## config.mk

```make
export PLATFORM = sky130hd
export DESIGN_NAME = splc_scale
export DESIGN_NICKNAME = d
export VERILOG_FILES = /design/src/rtl/core/splc_pkg.sv /design/src/rtl/core/splc_scale.sv
export SDC_FILE = /design/constraint.sdc
export NUM_CORES = 2
export LEC_CHECK = 0
export ABC_AREA = 1
export BUFFER_PORTS_ARGS = -buffer_cell sky130_fd_sc_hd__buf_4
export CAP_MARGIN = 20
export CORE_ASPECT_RATIO = 1.75
export CORE_MARGIN = 8
export CORE_UTILIZATION = 45
export DETAILED_ROUTE_END_ITERATION = 10
export PLACE_DENSITY = 0.61
export SYNTH_ARGS = -nofsm -noshare
export SYNTH_HDL_FRONTEND = slang
export SYNTH_SLANG_ARGS = --single-unit
```

## constraint.sdc

```tcl
create_clock -name clk -period 5.4 [get_ports clk]
set_input_delay 1.08 -clock clk [delete_from_list [all_inputs] [get_ports clk]]
set_output_delay 1.08 -clock clk [all_outputs]
set_load 0.02 [all_outputs]
```

## src/rtl/core/splc_pkg.sv

```systemverilog
// splc_pkg: widths, config register codes, inter-stage beat structs and the
// elaboration-time builders for the log2 and exp2 interpolation tables.
// No dependencies; imported by every module of the compressor.
package splc_pkg;

    localparam int TABLE_INDEX_BITS = 8;
    localparam int TAB_SIZE         = (1 << TABLE_INDEX_BITS) + 1;
    localparam int TAB_ADDR_W       = TABLE_INDEX_BITS + 1;

    localparam int SAMPLE_W       = 24;
    localparam int SAMPLE_FRAC_W  = 12;
    localparam int FRAC_W         = SAMPLE_W - 1;
    localparam int EXP_POS_W      = 5;
    localparam int LOG_FRAC_W     = 16;
    localparam int LOG_R_W        = FRAC_W - TABLE_INDEX_BITS;
    localparam int EXP_R_W        = LOG_FRAC_W - TABLE_INDEX_BITS;
    localparam int LOG_ENT_W      = 17;
    localparam int EXP_ENT_W      = 32;
    localparam int LG_W           = 21;
    localparam int Q_W            = 22;
    localparam int IP_W           = Q_W - LOG_FRAC_W;
    localparam int GAIN_W         = 24;
    localparam int EXPONENT_W     = 17;
    localparam int RESULT_W       = 32;
    localparam int PROD_W         = GAIN_W + EXP_ENT_W;
    localparam int SH_W           = 7;
    localparam int POW_SHIFT_BASE = 34;
    localparam int CFG_INDEX_W    = 8;
    localparam int CFG_DATA_W     = 24;

    localparam logic [GAIN_W-1:0]     GAIN_RESET     = 24'd1310720;
    localparam logic [EXPONENT_W-1:0] EXPONENT_RESET = 17'd21627;

    localparam logic [63:0] Q30_ONE = 64'd1 << 30;

    typedef enum logic [CFG_INDEX_W-1:0] {
        CFG_GAIN     = 8'd0,
        CFG_EXPONENT = 8'd1
    } cfg_index_t;

    typedef logic [LOG_ENT_W-1:0] log_rom_t [TAB_SIZE];
    typedef logic [EXP_ENT_W-1:0] exp_rom_t [TAB_SIZE];

    // log2 domain beat, lg is Q16
    typedef struct packed {
        logic                   neg;
        logic                   zero;
        logic                   eob;
        logic signed [LG_W-1:0] lg;
    } log_beat_t;

    // power beat: p is the Q30 mantissa of the power, ip its integer exponent
    typedef struct packed {
        logic                   neg;
        logic                   zero;
        logic                   eob;
        logic signed [IP_W-1:0] ip;
        logic [EXP_ENT_W-1:0]   p;
    } pow_beat_t;

    function automatic logic [63:0] isqrt64(input logic [63:0] n_in);
        logic [63:0] n;
        logic [63:0] res;
        logic [63:0] bit_v;
        int          k;
        n     = n_in;
        res   = '0;
        bit_v = 64'd1 << 62;
        for (k = 0; k < 32; k++)
        begin
            if (bit_v > n)
            begin
                bit_v = bit_v >> 2;
            end
        end
        for (k = 0; k < 32; k++)
        begin
            if (bit_v != '0)
            begin
                if (n >= res + bit_v)
                begin
                    n   = n - (res + bit_v);
                    res = (res >> 1) + bit_v;
                end
                else
                begin
                    res = res >> 1;
                end
                bit_v = bit_v >> 2;
            end
        end
        return res;
    endfunction

    // log2 of a Q30 value in [1,2], Q16 result, one bit per squaring
    function automatic logic [LOG_ENT_W-1:0] log2_q30(input logic [63:0] y_in);
        logic [63:0] y;
        logic [31:0] acc;
        int          k;
        y   = y_in;
        acc = '0;
        if (y >= (Q30_ONE << 1))
        begin
            acc = 32'd65536;
            y   = y >> 1;
        end
        for (k = 15; k >= 0; k--)
        begin
            y = (y * y) >> 30;
            if (y >= (Q30_ONE << 1))
            begin
                acc = acc | (32'd1 << k);
                y   = y >> 1;
            end
        end
        return acc[LOG_ENT_W-1:0];
    endfunction

    function automatic log_rom_t build_log_rom();
        log_rom_t rom;
        int       i;
        for (i = 0; i < TAB_SIZE; i++)
        begin
            rom[i] = log2_q30(Q30_ONE + (64'(i) << (30 - TABLE_INDEX_BITS)));
        end
        return rom;
    endfunction

    // exp2 entries from products of repeated square roots of two, truncated each step
    function automatic exp_rom_t build_exp_rom();
        exp_rom_t    rom;
        logic [63:0] roots [17];
        logic [63:0] acc;
        logic [15:0] frac;
        int          i;
        int          k;
        roots[0] = Q30_ONE << 1;
        for (k = 1; k <= 16; k++)
        begin
            roots[k] = isqrt64(roots[k-1] << 30);
        end
        for (i = 0; i < TAB_SIZE; i++)
        begin
            if (i == TAB_SIZE - 1)
            begin
                rom[i] = EXP_ENT_W'(Q30_ONE << 1);
            end
            else
            begin
                frac = 16'(i << EXP_R_W);
                acc  = Q30_ONE;
                for (k = 1; k <= 16; k++)
                begin
                    if (frac[16-k])
                    begin
                        acc = (acc * roots[k]) >> 30;
                    end
                end
                rom[i] = acc[EXP_ENT_W-1:0];
            end
        end
        return rom;
    endfunction

endpackage

```

## src/rtl/core/splc_scale.sv

```systemverilog
// splc_scale: stages seven and eight, gain multiply, shift by the power's
// integer part, saturate, restore sign; stage eight is the output register.
// Uses splc_pkg.
module splc_scale
    import splc_pkg::*;
(
    input  logic                       clk,
    input  logic                       rst_n,
    input  logic [GAIN_W-1:0]          gain,
    input  logic                       src_valid,
    output logic                       src_ready,
    input  pow_beat_t                  src_beat,
    output logic                       dst_valid,
    input  logic                       dst_ready,
    output logic signed [RESULT_W-1:0] result,
    output logic                       saturated,
    output logic                       eob
);

    logic ready7, ready8;

    // stage 7
    logic                   v7_reg;
    logic                   neg7_reg, zero7_reg, eob7_reg;
    logic signed [IP_W-1:0] ip7_reg;
    logic [PROD_W-1:0]      prod7_reg, prod7_next;

    // stage 8
    logic                v8_reg;
    logic                neg8_reg, zero8_reg, eob8_reg;
    logic                sat8_reg, sat8_next;
    logic [RESULT_W-1:0] res8_reg, res8_next;
    logic [SH_W-1:0]     sh;
    logic [PROD_W-1:0]   absv;
    logic [PROD_W-1:0]   lim;
    logic [RESULT_W-1:0] mag;

    assign ready8    = !v8_reg || dst_ready;
    assign ready7    = !v7_reg || ready8;
    assign src_ready = ready7;

    always_comb
    begin
        prod7_next = gain * src_beat.p;
    end

    // shift right by 34 - ip, always between 11 and 58 places
    always_comb
    begin
        sh        = SH_W'(POW_SHIFT_BASE) - SH_W'(ip7_reg);
        absv      = prod7_reg >> sh;
        lim       = neg7_reg ? (PROD_W'(1) << (RESULT_W - 1))
                             : ((PROD_W'(1) << (RESULT_W - 1)) - PROD_W'(1));
        sat8_next = !zero7_reg && (absv > lim);
        mag       = sat8_next ? lim[RESULT_W-1:0] : absv[RESULT_W-1:0];
        if (zero7_reg)
        begin
            res8_next = '0;
        end
        else if (neg7_reg)
        begin
            res8_next = ~mag + RESULT_W'(1);
        end
        else
        begin
            res8_next = mag;
        end
    end

    always_ff @(posedge clk or negedge rst_n)
    begin
        if (!rst_n)
        begin
            v7_reg <= 1'b0;
            v8_reg <= 1'b0;
        end
        else
        begin
            if (ready7)
            begin
                v7_reg <= src_valid;
            end
            if (ready8)
            begin
                v8_reg <= v7_reg;
            end
        end
    end

    always_ff @(posedge clk)
    begin
        if (ready7)
        begin
            neg7_reg  <= src_beat.neg;
            zero7_reg <= src_beat.zero;
            eob7_reg  <= src_beat.eob;
            ip7_reg   <= src_beat.ip;
            prod7_reg <= prod7_next;
        end
        if (ready8)
        begin
            neg8_reg  <= neg7_reg;
            zero8_reg <= zero7_reg;
            eob8_reg  <= eob7_reg;
            sat8_reg  <= sat8_next;
            res8_reg  <= res8_next;
        end
    end

    assign dst_valid = v8_reg;
    assign result    = res8_reg;
    assign saturated = sat8_reg;
    assign eob       = eob8_reg;

    // zero sample always gives a clean zero
    assert property (@(posedge clk) disable iff (!rst_n)
        dst_valid && zero8_reg |-> result == '0 && !saturated)
        else $error("zero sample gave non-zero result");

    // clipped results sit exactly on a range limit of the right sign
    assert property (@(posedge clk) disable iff (!rst_n)
        dst_valid && saturated |->
            (neg8_reg && result == {1'b1, {(RESULT_W-1){1'b0}}}) ||
            (!neg8_reg && result == {1'b0, {(RESULT_W-1){1'b1}}}))
        else $error("saturated result off the range limit");

    // sign of a non-zero result follows the sample
    assert property (@(posedge clk) disable iff (!rst_n)
        dst_valid && !zero8_reg && result != '0 |-> result[RESULT_W-1] == neg8_reg)
        else $error("result sign differs from sample sign");

    // an empty output register never holds off the stage ahead of it
    assert property (@(posedge clk) disable iff (!rst_n)
        !dst_valid |-> src_ready)
        else $error("stage stalled with output register empty");

endmodule

```

; After elaboration in Yosys (flattened, before gate mapping)
; Cells that the tools add are included.
; Widths: inputs -> output; s select.
[word_totals]
ff_bits = 101
in_bits = 69
elab_cells = 25
[classes]
addsub = 2
n_mul = 1
order_cmp = 1
shifts = 1
n_mux = 3
bitwise_logic = 1
n_reduce_logical = 6
[ops]
columns = op, n
row1 = $mux 32, 3
row2 = $gt 56x32->1, 1
row3 = $mul 24x32->56, 1
row4 = $shr 56x7->56, 1
row5 = $add 32x1->32 const B, 1
row6 = $not 32->32, 1
row7 = $sub 7x6->7 const A, 1
row8 = $logic_not 1->1, 3
row9 = $logic_or 1x1->1, 2
row10 = $logic_and 1x1->1, 1

; Longest topological paths before layout
[depth]
word_depth = 8
mapped_depth = 41

; Worst setup path after synthesis
; OpenSTA, ideal clock, no wires.
[synth_timing]
path_kind = input to register
start = input port src_beat[22] in the netlist's numbering
end = register prod7_reg[54], data pin
setup_time_ps = 262
arrival_time_ps = 6942
slack_ps = -1805
stages = 25
path_buffers = 1
cell_sequence = clkbuf_1 -> nand2_1 -> fa_1 -> inv_1 -> fa_1 -> inv_1 -> fa_1 -> fa_1 -> inv_1 -> fa_1 -> fa_1 -> inv_1 -> fa_1 -> inv_1 -> ha_1 -> a21oi_1 -> o21ai_0 -> a211oi_1 -> o21ai_0 -> a21oi_1 -> o21bai_1 -> a31o_2 -> a21o_1 -> a21oi_1 -> xor2_1
[synth_between]
elab_chain_cells = 1
[synth_rtl]
columns = element, line_no
row1 = "start, declared", splc_scale.sv:12  ; input pow_beat_t src_beat,
row2 = $mul 24x32->56, splc_scale.sv:44  ; prod7_next = gain * src_beat.p;
row3 = named net prod7_next[54], splc_scale.sv:26  ; logic [PROD_W-1:0] prod7_reg, prod7_next;
row4 = "end signal, assigned", splc_scale.sv:98  ; prod7_reg <= prod7_next;
row5 = "end, declared", splc_scale.sv:26
; The timed path passes the listed nets, and every way through them passes these cells.
; A chain may end at the register's enable or synchronous reset.

; Worst setup path after layout
[layout_timing]
start = input port gain[14]
end = register prod7_reg[54], data pin
[layout_between]
elab_chain_cells = 1
[layout_rtl]
columns = element, line_no
row1 = "start, declared", splc_scale.sv:9  ; input logic [GAIN_W-1:0] gain,
row2 = $mul 24x32->56, splc_scale.sv:44
row3 = named net prod7_next[54], splc_scale.sv:26
; The timed path passes the listed nets, and every way through them passes these cells.

==> out/results.ini <==
[yosys]
yosysTopAreaCellShare_pct=38.8
synth_top_cell_by_area=fa_1
synthArstFlopShare_pct=1.98
synth.most_common_cell=inv_1
yosys_warnings=0
ys_seq_area_share_pct=8.90
yosys-top-cells-area=fa_1, inv_1, nand2_1
synth.distinct_cells=49
synth_fp_nets=5461
synth_edf_count=99
synth_area_um2=34000
syn_area_per_cell_um2=7.52
syn_inst=4518
synth_flop_cell=edfxtp_1
synth_seq_cells=101
synth_commonest_cells=inv_1, nand2_1, fa_1

[global_route]
grt_pass1_vias=33227
grt_overflow=0
grt_max_degree=54
track_usage_pct=25.4
grt_pass1_wl_um=170000
antenna_found_initial=0

[sta]
postLayoutSetupSlackWorst_ps=-1540
fin_skew_ps=14.5
fin_setup_tns_ps=-49810
setup_viol=47
period_share_pct=128
finalHoldViolations=0
rsz0062_at_grt=true
fin_crit_ps=6940
worstMarginPinSlew_ps=761
clock.fmax_mhz=144
max_slew_margin_pct=49.3
drv_slew=0

[routing]
drtIter0Drc=1370
vias_per_cell=5.09
drtAntennaViolNets=0
vias=30655
drt_pass1_iterations=5
wl_per_cell_um=17.9
drc=0
wirelength_um=108000

[worst_setup_path]
crit_path_frequent_cell=fa_1
cpLargestDelayFamily=adder cells
cp_slowest_cell=fa_2
path_buf_inv=7
cp_max_fo=6
slowest_delay_ps=590
rr_startpoint=ip7_reg[0]
path_depth=26
cp-startpoint=gain[14]
required_ps=5530
cp.arrival_ps=7070
reg2reg_depth=35
crit_path_start_kind=input pin
cp-end-kind=flip-flop
critPathKind=input pin to flip-flop

[outcome]
outcome=complete, but fails checks
violations=setup timing

[clock_tree]
worstSkewPairLatency_ps=380
cts-root-buf=clkbuf_16
numClockSinks=101
clk_pin_slew_worst_paths_ps=80
cts_tree=built
clockBufferDepth=2
cts_buffers=9
cts_hold_buf=0
h-tree-depth=3

[floorplanning]
core_um2=74900
io_pins=105
die_height_um=380
die-area_um2=84900
initial_core_util_pct=45.4
rows=133
fp.dieW_um=224

[worst_hold_path]
min_path_cells=0
min_from=eob7_reg
hp-class=flip-flop to flip-flop

[cells_and_area]
nets=6021
layout-drive-gt1-share_pct=26.0
area_growth_pct=29.5
largest_register_ff_count=56
diodes=0

[placement]
portBuffers=104
dp_hpwl_um=88700
finalWeightedCongestion=1.01

[run]
maxCapViolations=0

## logic make-up after synthesis
group | Yosys count | share of synthesized area [%]
buf+inv | 1449 | 16.5
flops | 101 | 8.90
compound gates | 343 | 5.66
xor+xnor | 55 | 1.42
simple gates | 1675 | 20.2
fa+ha+maj | 874 | 46.7
mux | 21 | 0.619
## area by class of cell
type	count	area, um^2
Tap cell	945	1180
Clock inverter	7	48.8
Timing Repair Buffer	754	7310
Sequential cell	101	3020
Fill cell	6756	30900
Inverter	1243	4680
Multi-Input combinational cell	2969	27500
Clock buffer	9	225
## what timing repair did
| action | in CTS | in global routing |
|---|---|---|
| setup buffers | 106 | 38 |
| endpoints found under the hold margin | 0 | 0 |
| gates resized for setup | 512 | 233 |
| pin swaps | 169 | 73 |
| cloned | 5 | 2 |
| setup endpoints to repair | 62 | 77 |
## through the flow
stage               area (um^2)  hold slack, ps  setup slack, ps  std cells  util [%]
floorplan                 35600             400            -1420       4518         -
global placement          39900             405            -2100       5870      53.3
detailed placement        39900             405            -2130       5870      53.3
CTS                       43000             423            -1450       5994      57.4
global route              44000             436            -1700       6028      58.8
finish                    44000             423            -1540       6028      58.8
## metal layers
metal  GRT usage, %  share of wire (%)  up-vias
li1               -                  -    14336
met1           24.5                 33    15005
met2           50.2                 56      895
met3           2.09                3.6      419
met4           16.8                8.2        0
met5              0                  0        -
## worst paths after layout
check / endpoint / slack [ps]
setup / recovery: prod7_reg[54] / -1540
hold / removal: eob / 420
setup reg to reg: result[16] / 200
hold reg to reg: eob / 420
max in group asynchronous: dst_valid / 4850
min in group asynchronous: v7_reg / 460
## cells in the final DEF, fill, tap and decap left out, drive strengths merged, types with 10 or more instances in the layout
master	n
a211oi	10
a21oi	127
a31oi	28
buf	751
edfxtp	99
fa	658
ha	216
inv	1245
mux2i	21
nand2	1249
nand3	225
nand4	11
nor2	168
o211ai	15
o21ai	129
xnor2	18
xor2	37
Power is not shown: default switching activity piles up to over one toggle a cycle in this logic, so the estimate is an artifact.
